**config.mk**
```make
export PLATFORM = sky130hd
export DESIGN_NAME = cnktl_ctrl
export DESIGN_NICKNAME = d
export VERILOG_FILES = /design/src/rtl/cnktl_pkg.sv /design/src/rtl/cnktl_ctrl.sv
export SDC_FILE = /design/constraint.sdc
export NUM_CORES = 1
export LEC_CHECK = 0
export ABC_AREA = 1
export BUFFER_PORTS_ARGS = -buffer_cell sky130_fd_sc_hd__buf_2
export CAP_MARGIN = 10
export CORE_MARGIN = 2
export CORE_UTILIZATION = 40
export CTS_CLUSTER_DIAMETER = 150
export DETAILED_ROUTE_END_ITERATION = 10
export GPL_ROUTABILITY_DRIVEN = 1
export GPL_TIMING_DRIVEN = 0
export PLACE_DENSITY = 0.68
export SYNTH_ARGS = -nofsm -noshare
export SYNTH_HDL_FRONTEND = slang
export SYNTH_SLANG_ARGS = --single-unit
export TNS_END_PERCENT = 5
```
**constraint.sdc**
```tcl
create_clock -name clk -period 1.7 [get_ports clk]
set_clock_uncertainty 0.05 [all_clocks]
set_input_delay 0.085 -clock clk [delete_from_list [all_inputs] [get_ports clk]]
set_output_delay 0.085 -clock clk [all_outputs]
set_load 0.01 [all_outputs]
```
**src/rtl/cnktl_pkg.sv**
```systemverilog
`default_nettype none

package cnktl_pkg;

	// defaults for the top-level parameters
	localparam int MAX_ROWS_DEF    = 256;
	localparam int NUM_COLUMNS_DEF = 11;
	localparam int VALUE_BITS_DEF  = 32;

	localparam int ALL_COLS = 11;
	localparam int COL_W    = 32;
	localparam int NUM_KEYS = 7;
	localparam int KW       = $clog2(NUM_KEYS);

	// action codes
	localparam logic [1:0] ACT_CLEAR = 2'd0;
	localparam logic [1:0] ACT_LOAD  = 2'd1;
	localparam logic [1:0] ACT_QUERY = 2'd2;

	// column of each key, in the order the keys are applied
	localparam int KEY_COL [NUM_KEYS] = '{0, 4, 1, 2, 3, 5, 6};

	typedef logic [ALL_COLS-1:0][COL_W-1:0] cols_t;

	typedef struct packed {
		logic [1:0]       action;
		logic [COL_W-1:0] col_slope;
		logic [COL_W-1:0] col_conductivity;
		logic [COL_W-1:0] col_anisotropy;
		logic [COL_W-1:0] col_flow;
		logic [COL_W-1:0] col_temperature;
		logic [COL_W-1:0] col_duration;
		logic [COL_W-1:0] col_dispersion;
		logic [COL_W-1:0] col_length;
		logic [COL_W-1:0] col_width;
		logic [COL_W-1:0] col_hyd_width;
		logic [COL_W-1:0] col_velocity;
	} in_item_t;

	typedef struct packed {
		logic             found;
		logic [COL_W-1:0] out_slope;
		logic [COL_W-1:0] out_conductivity;
		logic [COL_W-1:0] out_anisotropy;
		logic [COL_W-1:0] out_flow;
		logic [COL_W-1:0] out_temperature;
		logic [COL_W-1:0] out_duration;
		logic [COL_W-1:0] out_dispersion;
		logic [COL_W-1:0] out_length;
		logic [COL_W-1:0] out_width;
		logic [COL_W-1:0] out_hyd_width;
		logic [COL_W-1:0] out_velocity;
	} out_item_t;

	// controller to datapath
	typedef struct packed {
		logic          load;       // write one row at addr
		logic          latch;      // capture query keys
		logic          clear_best; // start of a key pass
		logic          scan;       // nearest-value search read
		logic          prune;      // survivor update read
		logic          first_key;  // every row counts as a survivor
		logic [KW-1:0] key_idx;
		logic          use_sel;    // read the selected row
		logic          emit_row;
		logic          emit_none;
	} ctl_cmd_t;

	function automatic cols_t item_cols(input in_item_t it);
		cols_t c;
		c[0]  = it.col_slope;
		c[1]  = it.col_conductivity;
		c[2]  = it.col_anisotropy;
		c[3]  = it.col_flow;
		c[4]  = it.col_temperature;
		c[5]  = it.col_duration;
		c[6]  = it.col_dispersion;
		c[7]  = it.col_length;
		c[8]  = it.col_width;
		c[9]  = it.col_hyd_width;
		c[10] = it.col_velocity;
		return c;
	endfunction

	function automatic out_item_t pack_result(input logic found, input cols_t c);
		out_item_t r;
		r.found            = found;
		r.out_slope        = c[0];
		r.out_conductivity = c[1];
		r.out_anisotropy   = c[2];
		r.out_flow         = c[3];
		r.out_temperature  = c[4];
		r.out_duration     = c[5];
		r.out_dispersion   = c[6];
		r.out_length       = c[7];
		r.out_width        = c[8];
		r.out_hyd_width    = c[9];
		r.out_velocity     = c[10];
		return r;
	endfunction

endpackage

`default_nettype wire

```
**src/rtl/cnktl_ctrl.sv**
```systemverilog
`default_nettype none

module cnktl_ctrl #(
	parameter int MAX_ROWS = cnktl_pkg::MAX_ROWS_DEF,
	localparam int AW = (MAX_ROWS > 1) ? $clog2(MAX_ROWS) : 1
) (
	input  wire logic                clk,
	input  wire logic                arst_n,
	input  wire logic                start,
	input  wire logic [1:0]          action,
	output logic                     busy,
	output cnktl_pkg::ctl_cmd_t      cmd,
	output logic [AW-1:0]            addr
);
	localparam int CW = $clog2(MAX_ROWS + 1);
	localparam int KW = cnktl_pkg::KW;

	typedef enum logic [6:0] {
		S_IDLE  = 7'b0000001,
		S_SCAN  = 7'b0000010,
		S_PRUNE = 7'b0000100,
		S_GAP   = 7'b0001000,
		S_FETCH = 7'b0010000,
		S_EMIT  = 7'b0100000,
		S_NONE  = 7'b1000000
	} state_t;

	state_t        state_q, state_d;
	logic [CW-1:0] count_q, count_d;
	logic [AW-1:0] r_q, r_d;
	logic [KW-1:0] k_q, k_d;
	logic          last_row;

	assign busy     = (state_q != S_IDLE);
	assign last_row = ((CW'(r_q) + CW'(1)) == count_q);

	always_comb begin
		state_d = state_q;
		count_d = count_q;
		r_d     = r_q;
		k_d     = k_q;
		cmd     = '0;
		addr    = r_q;
		cmd.key_idx   = k_q;
		cmd.first_key = (k_q == '0);
		unique case (state_q)
			S_IDLE: begin
				addr = count_q[AW-1:0];
				if (start) begin
					unique case (action)
						cnktl_pkg::ACT_CLEAR: begin
							count_d = '0;
						end
						cnktl_pkg::ACT_LOAD: begin
							if (count_q < CW'(MAX_ROWS)) begin
								cmd.load = 1'b1;
								count_d  = count_q + CW'(1);
							end
						end
						cnktl_pkg::ACT_QUERY: begin
							cmd.latch = 1'b1;
							if (count_q == '0) begin
								state_d = S_NONE;
							end else begin
								r_d            = '0;
								k_d            = '0;
								cmd.clear_best = 1'b1;
								state_d        = S_SCAN;
							end
						end
						default: begin
						end
					endcase
				end
			end
			S_SCAN: begin
				cmd.scan = 1'b1;
				if (last_row) begin
					r_d     = '0;
					state_d = S_PRUNE;
				end else begin
					r_d = r_q + AW'(1);
				end
			end
			S_PRUNE: begin
				cmd.prune = 1'b1;
				if (last_row) begin
					r_d     = '0;
					state_d = S_GAP;
				end else begin
					r_d = r_q + AW'(1);
				end
			end
			S_GAP: begin
				// lets the last survivor write land before the next pass reads it
				if (k_q == KW'(cnktl_pkg::NUM_KEYS - 1)) begin
					state_d = S_FETCH;
				end else begin
					k_d            = k_q + KW'(1);
					cmd.clear_best = 1'b1;
					state_d        = S_SCAN;
				end
			end
			S_FETCH: begin
				cmd.use_sel = 1'b1;
				state_d     = S_EMIT;
			end
			S_EMIT: begin
				cmd.emit_row = 1'b1;
				state_d      = S_IDLE;
			end
			S_NONE: begin
				cmd.emit_none = 1'b1;
				state_d       = S_IDLE;
			end
			default: begin
				state_d = S_IDLE;
			end
		endcase
	end

	always_ff @(posedge clk or negedge arst_n) begin
		if (!arst_n) begin
			state_q <= S_IDLE;
			count_q <= '0;
			r_q     <= '0;
			k_q     <= '0;
		end else begin
			state_q <= state_d;
			count_q <= count_d;
			r_q     <= r_d;
			k_q     <= k_d;
		end
	end

endmodule

`default_nettype wire

```
==> results of run 1 <==
==> report_power, final <==
part | total (mW) | switching, mW | internal (mW) | leakage, nW
combinational | 2.51 | 1.41 | 1.09 | 0.873
clock | 0.397 | 0.230 | 0.167 | 0.0217
sequential | 1.08 | 0.244 | 0.833 | 0.360
total | 3.98 | 1.89 | 2.09 | 1.26
==> sequential cells by signal, indices dropped and copies added (netlist names) <==
name     cells
k_q          3
r_q          8
count_q      9
state_q      7
==> per-stage QoR <==
step | hold WS (ns) | total power [mW] | setup TNS [ns] | util, %
after floorplan | -0.261 | 2.24 | 0 | -
after global placement | 0.0862 | 2.71 | -3.06 | 45.0
after detailed placement | 0.0940 | 2.75 | -3.54 | 45.0
after CTS | 0.123 | 3.64 | -3.26 | 50.3
after global routing | 0.178 | 4.30 | -6.32 | 54.6
final | 0.146 | 3.98 | -2.43 | 54.6
==> critical path, delay by kind of cell, from the launching register on <==
| kind | cells | cell delay (ns) |
|---|---|---|
| AO/OA/AOI/OAI | 1 | 0.11 |
| buffers and inverters | 4 | 0.54 |
| flip-flops | 1 | 0.40 |
| AND/OR/NAND/NOR | 3 | 0.36 |
==> layout make-up <==
type | count | area share (%)
Multi-Input combinational cell | 200 | 47.5
Sequential cell | 27 | 26.9
Timing Repair Buffer | 47 | 12.0
Inverter | 48 | 7.13
Tap cell | 54 | 2.67
Buffer | 3 | 1.88
Clock buffer | 3 | 1.63
Clock inverter | 1 | 0.297
==> final timing paths <==
check                             endpoint  slack (ns)  depth (start not counted)
worst max-delay path               addr[2]       -0.14                          8
worst min-delay path            count_q[6]        0.15                          4
worst max register to register  state_q[6]       -0.10                         11
worst min register to register  state_q[5]        0.47                          1
max in group asynchronous           r_q[3]        0.85                          2
min in group asynchronous       count_q[6]        0.30                          2
==> kinds of logic after synthesis <==
group                    share of synthesized area [%]
AND/OR/NAND/NOR                                   37.6
AO/OA/AOI/OAI                                     9.13
flip-flops                                        35.8
XOR/XNOR                                          3.24
buffers and inverters                             10.3
adder cells (fa/ha/maj)                           3.97
==> routing by layer <==
metal  track usage, %  up-vias  wire length [um]
li1                 -      996                 -
met1             26.1      926              2240
met2             35.6       59              2640
met3             2.35       10               252
met4             7.00        0               119
met5                0        -                 0
==> cell usage after synthesis <==
library cell  instances  area share, %
nand2_1              86             17
inv_1                43            8.5
dfrtp_1              26             34
nand3_1              19            5.0
nor2_1               17            3.4
o21ai_0              15            4.0
o21ai_1               8            2.1
xor2_1                7            3.2
ha_1                  6            4.0
nand4_1               6            2.0
nor3_1                6            1.6
nor4_1                6            2.0
o31ai_1               6            2.4
inv_2                 4           0.79
nor2_2                4            1.3
buf_2                 2           0.53
nand2_2               2           0.66
nand3_2               2            1.1
nor4_2                2            1.3
or2_2                 2           0.66
a21oi_1               1           0.26
clkbuf_1              1           0.20
clkinv_1              1           0.20
dfstp_2               1            1.4
nand2_4               1           0.60
nand3b_1              1           0.40
nor2_4                1           0.60
o21bai_1              1           0.40
==> repair_timing <==
item / 4_1_cts / 5_1_grt
pin swaps: 6 / 13
hold endpoints to repair: 26 / 0
resized for setup: 32 / 40
hold buffers: 1 / 0
setup buffers: 12 / 9
setup endpoints to repair: 35 / 39
cloned: 1 / 0
==> results.json, run 1 <==
{
  "hold_viol": 0,
  "layout-area-overhead-vs-synth_pct": 33.6,
  "placed_area_mm2": 0.00208,
  "cp-end-kind": "output pin",
  "io_buffers": 25,
  "powerDensity_mw_per_mm2": 1580,
  "antenna_cells": 0,
  "synth_area_mm2": 0.00189,
  "vdd_ir_drop_max_v": 0.000842,
  "grt_usage_pct": 20.4,
  "grt_pass1_vias": 1867,
  "required_ns": 1.56,
  "final_common_cell": "nand2_1",
  "cp_max_fo": 10,
  "cp_slowest_cell": "dfrtp_1",
  "dp_hpwl_um": 3540,
  "clockBufferDepth": 2,
  "place_ws_ns": -0.190,
  "final_nets": 341,
  "syn_nets": 288,
  "start_util_pct": 40.9,
  "synth_seq_area_share_pct": 35.8,
  "leakage_nw": 1.26,
  "drt_iter0_drc": 105,
  "viasPerCell": 5.20,
  "slew-limit-headroom_pct": 57.2,
  "clock_latency_ns": 0.28,
  "synth_seq_cells": 27,
  "placed_cells": 356,
  "worstSetupPathType": "flip-flop to output pin",
  "fin_ws_ns": -0.144,
  "io_pins": 26,
  "dr.pass1.iters": 4,
  "crit_start": "state_q[2]",
  "fin_area_mm2": 0.00253,
  "maxCapViolations": 0,
  "clk_pin_slew_worst_paths_ns": 0.10,
  "drive_gt1_share_pct": 35.6,
  "grt_antenna_before_repair": 0,
  "multi_input_area_mm2": 0.00120,
  "outcome": "finished, violations left",
  "finalSetupViolations": 31,
  "wl_per_cell_um": 13.7,
  "finalMaxSlewViolations": 0,
  "remaining_drc_errors": 0,
  "post-route-period-util_pct": 108,
  "hp-class": "primary input to flip-flop",
  "die-area_mm2": 0.00530,
  "clock.fmax_mhz": 542,
  "drt_wl_total_um": 5250,
  "clock_sinks": 27,
  "critPathLaunchType": "flip-flop",
  "grt_pass1_wl_um": 8420,
  "row_count": 25,
  "grt_max_degree": 28,
  "fp.dieH_um": 72.8,
  "seqCellArea_um2": 681,
  "max_stage_delay_ns": 0.40,
  "post-route-min-period_ns": 1.84,
  "arrival_ns": 1.71,
  "cts_made_buffers": 3,
  "coreArea_mm2": 0.00463,
  "die_w_um": 72.8,
  "cts-htree-levels": 1,
  "max_slew.worst_pin.slew_ns": 0.641,
  "synthDistinctLibCells": 28,
  "nFillCells": 423,
  "overflow": 0,
  "rsz0062_at_grt": "yes",
  "violations": "negative setup slack",
  "r2r_start": "r_q[1]",
  "vias": 1991,
  "fin_cells": 383,
  "gp_congestion": 0.904,
  "yosys_warnings": 0,
  "worstPathCellList": "inv_2 -> nand2_4 -> nor3_4 -> nand2_2 -> buf_6 -> clkbuf_16 -> o21ai_2 -> buf_2",
  "detail-route-antenna-nets": 0,
  "worstHoldStart": "action[1]",
  "layout_common_cells": "80 x nand2_1, 32 x inv_1, 24 x buf_2",
  "cts_tree": "done",
  "avgSynthCellArea_um2": 6.83,
  "cts-root-buf": "clkbuf_8",
  "synth_cells": 277
}
No activity file was read; power rests on OpenSTA's default activity.
==> inputs of run 2 (changes only) <==
- SETUP_SLACK_MARGIN: default -> 0.5
==> run 2 against run 1 <==
Against the previous run:
- the flow still finishes with violations (negative setup slack)
- clock-buffer cell count unchanged
- clock power down 3%
- wire length down 0.95%
- total power down 2.3%
- sequential power up 4%
- worst setup slack worse by 0.060 ns
- non-clock buffer count down 6
- global-route usage up 0.29 points
- first-iteration DRC count up 6.7%
- design area down 1.4%
- register-to-register slack about the same
==> results.json, run 2 (synthesized netlist as in run 1, its figures left out) <==
{
  "cp_slowest_cell": "dfrtp_1",
  "cts-htree-levels": 1,
  "hp-class": "primary input to flip-flop",
  "final_common_cell": "nand2_1",
  "cts-root-buf": "clkbuf_8",
  "largest_register": "count_q",
  "grt_pass1_vias": 1897,
  "finalSetupViolations": 31,
  "grt_usage_pct": 20.7,
  "hold_viol": 0,
  "worstSetupPathType": "flip-flop to output pin",
  "leakage_nw": 1.22,
  "max_stage_delay_ns": 0.40,
  "max_slew.worst_pin.slew_ns": 0.622,
  "overflow": 0,
  "critPathBufInv": 4,
  "cp_max_fo": 5,
  "drt_iter0_drc": 112,
  "clock.fmax_mhz": 525,
  "antenna_cells": 0,
  "cts_made_buffers": 3,
  "layout_common_cells": "78 x nand2_1, 32 x inv_1, 23 x buf_2",
  "dr.pass1.iters": 4,
  "post-route-period-util_pct": 112,
  "start_util_pct": 40.9,
  "clk_pin_slew_worst_paths_ns": 0.10,
  "dp_hpwl_um": 3490,
  "vdd_ir_drop_max_v": 0.000460,
  "pwr-share-clk_pct": 9.9,
  "fp.dieH_um": 72.8,
  "path_common_cell": "nand2_2",
  "worstPathCellList": "inv_2 -> nand2_2 -> nor3_2 -> nand2_2 -> buf_6 -> clkbuf_16 -> o21ai_2 -> buf_2",
  "row_count": 25,
  "finalMaxSlewViolations": 0,
  "clock_sinks": 27,
  "critPathLaunchType": "flip-flop",
  "clock_latency_ns": 0.28,
  "power_switching_mw": 1.87,
  "rsz0062_at_grt": "yes",
  "fin_ws_ns": -0.203,
  "grt_max_degree": 28,
  "die-area_mm2": 0.00530,
  "required_ns": 1.56,
  "total_power_mw": 3.89,
  "p_int_mw": 2.02,
  "clockBufferDepth": 2,
  "cts_tree": "done",
  "drive_gt1_share_pct": 36.3,
  "utilization_pct": 53.8,
  "slew-limit-headroom_pct": 58.6,
  "gp_congestion": 0.849,
  "viasPerCell": 5.25,
  "outcome": "finished, violations left",
  "p_sw_share_pct": 48.1,
  "hold_ws_ns": 0.101,
  "drt_wl_total_um": 5200,
  "wl_per_cell_um": 13.8,
  "cp_top_family": "buffers and inverters",
  "p_seq_share_pct": 28.7,
  "detail-route-antenna-nets": 0,
  "io_buffers": 25,
  "layout-area-overhead-vs-synth_pct": 31.7,
  "grt_antenna_before_repair": 0,
  "grt_pass1_wl_um": 8740,
  "io_pins": 26,
  "largestRegisters": "count_q: 9 flops, r_q: 8 flops, state_q: 7 flops",
  "arrival_ns": 1.77,
  "maxCapViolations": 0,
  "die_w_um": 72.8,
  "final_nets": 334,
  "vias": 1973,
  "largest_reg_flops": 9,
  "p_comb_share_pct": 61.4,
  "violations": "negative setup slack",
  "coreArea_mm2": 0.00463,
  "remaining_drc_errors": 0,
  "post-route-min-period_ns": 1.90,
  "cp-end-kind": "output pin",
  "powerDensity_mw_per_mm2": 1560
}
==> run 2: timing repair <==
| item | in CTS | in global routing |
|---|---|---|
| hold buffers | 1 | 0 |
| buffers inserted | 12 | 2 |
| gates resized for setup | 32 | 25 |
| cloned | 1 | 0 |
| endpoints found under the setup margin | 44 | 45 |
| hold endpoints to repair | 26 | 0 |
| pin swaps | 9 | 8 |
==> run 2: final timing paths <==
| check | from | slack (ns) | endpoint | cells after the start |
|---|---|---|---|---|
| setup / recovery | state_q[3] | -0.20 | addr[7] | 8 |
| hold / removal | action[1] | 0.10 | count_q[6] | 4 |
| setup reg to reg | r_q[0] | -0.11 | state_q[6] | 12 |
| min in group asynchronous | arst_n | 0.30 | count_q[1] | 2 |
| hold reg to reg | state_q[6] | 0.48 | state_q[5] | 1 |
| max in group asynchronous | arst_n | 0.86 | state_q[6] | 2 |
==> run 2: per-stage QoR <==
stage / std cells / setup WS, ns / setup TNS, ns / instance area [um^2]
CTS: 374 / -0.106 / -1.50 / 2410
finish: 376 / -0.203 / -2.95 / 2490
detailed placement: 356 / -0.154 / -2.11 / 2140
global route: 376 / -0.295 / -7.16 / 2490
floorplan: 277 / 0.118 / 0 / 1950
global placement: 356 / -0.133 / -1.58 / 2140
==> run 2: worst register-to-register path, delay by kind of cell, from the launching register on <==
| kind | cells | cell delay [ns] |
|---|---|---|
| fa+ha+maj | 1 | 0.19 |
| flops | 1 | 0.49 |
| simple gates | 11 | 1.01 |
==> run 2: power groups by stage <==
stage / logic (mW) / registers [mW] / clock network (mW)
finish: 2.39 / 1.12 / 0.385
global route: 2.62 / 1.15 / 0.421
CTS: 2.20 / 1.08 / 0.394
detailed placement: 1.80 / 1.09 / 0
global placement: 1.77 / 1.08 / 0
floorplan: 1.33 / 1.05 / 0
==> run 2: layout make-up <==
type                            count  area, um^2
Buffer                              3        47.5
Clock buffer                        3        41.3
Clock inverter                      1        5.00
Fill cell                         446        2140
Inverter                           48         180
Multi-Input combinational cell    199        1190
Sequential cell                    27         683
Tap cell                           54        67.6
Timing Repair Buffer               41         279
==> run 2: per-layer routing <==
| layer | vias up | part of all wire (%) | routed length [um] | global-route usage, % |
|---|---|---|---|---|
| li1 | 977 | - | - | - |
| met1 | 933 | 44 | 2310 | 27.5 |
| met2 | 52 | 50 | 2620 | 35.3 |
| met3 | 11 | 3.0 | 156 | 2.21 |
| met4 | 0 | 2.0 | 104 | 6.58 |
| met5 | - | 0 | 0 | 0 |
==> inputs of run 3 (changes only) <==
- PLACE_DENSITY: 0.68 -> 0.62
- clock period: 1.7 -> 2.4 ns (I/O delays scaled with it)
==> run 3 against run 2 <==
Against the previous run:
- the run now ends clean
- largest cell class unchanged
- hold slack improved by 0.028 ns
- combinational power down 31%
- design area shrank 2.0%
- sequential power fell by 32%
- total power is 30% lower
- clock power shrank 26%
- sequential share of layout area is 0.36 points higher
- clock-buffer cell count unchanged
- register-to-register slack improved by 0.65 ns
- largest power group unchanged
- utilization fell by 1.1 points
- via count fell by 1.1%
- cell count up 0.27%
==> results.json, run 3 (synthesized netlist as in run 1, its figures left out) <==
{
  "outcome": "complete, no violations",
  "rr_worst_depth": 8,
  "final_nets": 335,
  "arrival_ns": 1.76,
  "clock.fmax_mhz": 518,
  "antenna_cells": 0,
  "die_w_um": 72.8,
  "cts_made_buffers": 3,
  "placed_area_mm2": 0.00208,
  "rsz0062_at_grt": "yes",
  "vdd_ir_drop_max_v": 0.000386,
  "layout_common_cells": "79 x nand2_1, 39 x inv_1, 25 x dfrtp_1",
  "hold_ws_ns": 0.129,
  "drive_gt1_share_pct": 30.3,
  "maxCapViolations": 0,
  "cts-root-buf": "clkbuf_8",
  "powerDensity_mw_per_mm2": 1110,
  "cts-htree-levels": 1,
  "critPathLaunchType": "flip-flop",
  "hold_path_depth": 5,
  "grt_usage_pct": 18.7,
  "largestRegisters": "count_q: 9 flops, r_q: 8 flops, state_q: 7 flops",
  "finalSetupViolations": 0,
  "dr.pass1.iters": 4,
  "detail-route-antenna-nets": 0,
  "largest_reg_flops": 9,
  "grt_pass1_vias": 1755,
  "total_power_mw": 2.71,
  "nFillCells": 475,
  "wl_per_cell_um": 12.9,
  "die-area_mm2": 0.00530,
  "max_slew.worst_pin.slew_ns": 0.619,
  "clock_latency_ns": 0.29,
  "min_to": "count_q[0]",
  "cp-end-kind": "output pin",
  "drt_wl_total_um": 4850,
  "grt_max_degree": 28,
  "clock_sinks": 27,
  "post-route-period-util_pct": 80.5,
  "vias": 1952,
  "clk_pin_slew_worst_paths_ns": 0.11,
  "remaining_drc_errors": 0,
  "io_pins": 26,
  "cp_max_fo": 10,
  "utilization_pct": 52.8,
  "finalMaxSlewViolations": 0,
  "setup_tns_ns": 0,
  "hp-class": "primary input to flip-flop",
  "fin_ws_ns": 0.468,
  "worstSetupPathType": "flip-flop to output pin",
  "slew-limit-headroom_pct": 58.7,
  "place_ws_ns": 0.438,
  "leakage_nw": 1.21,
  "clockBufferDepth": 2,
  "overflow": 0,
  "final_common_cell": "nand2_1",
  "fin_area_mm2": 0.00244,
  "grt_pass1_wl_um": 7760,
  "gp_congestion": 0.903,
  "start_util_pct": 40.9,
  "fp.dieH_um": 72.8,
  "layout-area-overhead-vs-synth_pct": 29.1,
  "viasPerCell": 5.18,
  "hold_viol": 0,
  "coreArea_mm2": 0.00463,
  "regToRegSetupSlack_ns": 0.54,
  "io_buffers": 25,
  "post-route-min-period_ns": 1.93,
  "fin_cells": 377,
  "r2r-end": "count_q[7]",
  "required_ns": 2.23,
  "row_count": 25,
  "grt_antenna_before_repair": 0,
  "largest_register": "count_q",
  "cts_tree": "done",
  "r2r_start": "state_q[0]",
  "drt_iter0_drc": 54,
  "placed_cells": 356,
  "worstHoldStart": "start",
  "dp_hpwl_um": 3480
}
-- run 3: how the worst max path moves through the flow --
stage                     endpoint  cells after the start  slack [ns]        from
final                      addr[4]                      7        0.47  state_q[0]
after global routing       cmd[11]                      8        0.40  state_q[0]
after CTS                  cmd[10]                      7        0.46  state_q[0]
after detailed placement   addr[4]                      7        0.44  state_q[0]
after global placement     addr[3]                      7        0.44  state_q[0]
after floorplan            addr[0]                      6        0.72  state_q[0]
-- run 3: where the power goes --
group / internal, mW / leakage [nW] / switching (mW)
Sequential: 0.587 / 0.364 / 0.176
Clock: 0.119 / 0.0217 / 0.166
Combinational: 0.696 / 0.828 / 0.966
Total: 1.40 / 1.21 / 1.31
-- run 3: cell type report --
class / count / area [um^2] / area share [%]
Inverter: 48 / 180 / 7.38
Clock inverter: 1 / 7.51 / 0.307
Multi-Input combinational cell: 200 / 1170 / 47.8
Clock buffer: 3 / 41.3 / 1.69
Buffer: 3 / 36.3 / 1.49
Timing Repair Buffer: 41 / 264 / 10.8
Tap cell: 54 / 67.6 / 2.77
Sequential cell: 27 / 678 / 27.8
-- run 3: timing repair --
item,in CTS,in global routing
gates resized for setup,19,39
buffers inserted,5,10
setup endpoints to repair,13,33
hold buffers,1,0
cloned,0,1
endpoints found under the hold margin,26,0
pin swaps,2,9
-- run 3: critical path, cell delays in order, from the launching register on --
cell and delay [ns]:
dfstp_2 0.56, inv_2 0.04, nor3_2 0.17, nand2_2 0.12, buf_6 0.15, buf_12 0.14
o21ai_4 0.17, buf_6 0.12
-- run 3: metal layers --
| layer | track usage [%] | routed length, um |
|---|---|---|
| met3 | 2.07 | 125 |
| met5 | 0 | 0 |
| met4 | 5.14 | 87 |
| met2 | 33.1 | 2450 |
| met1 | 24.2 | 2180 |
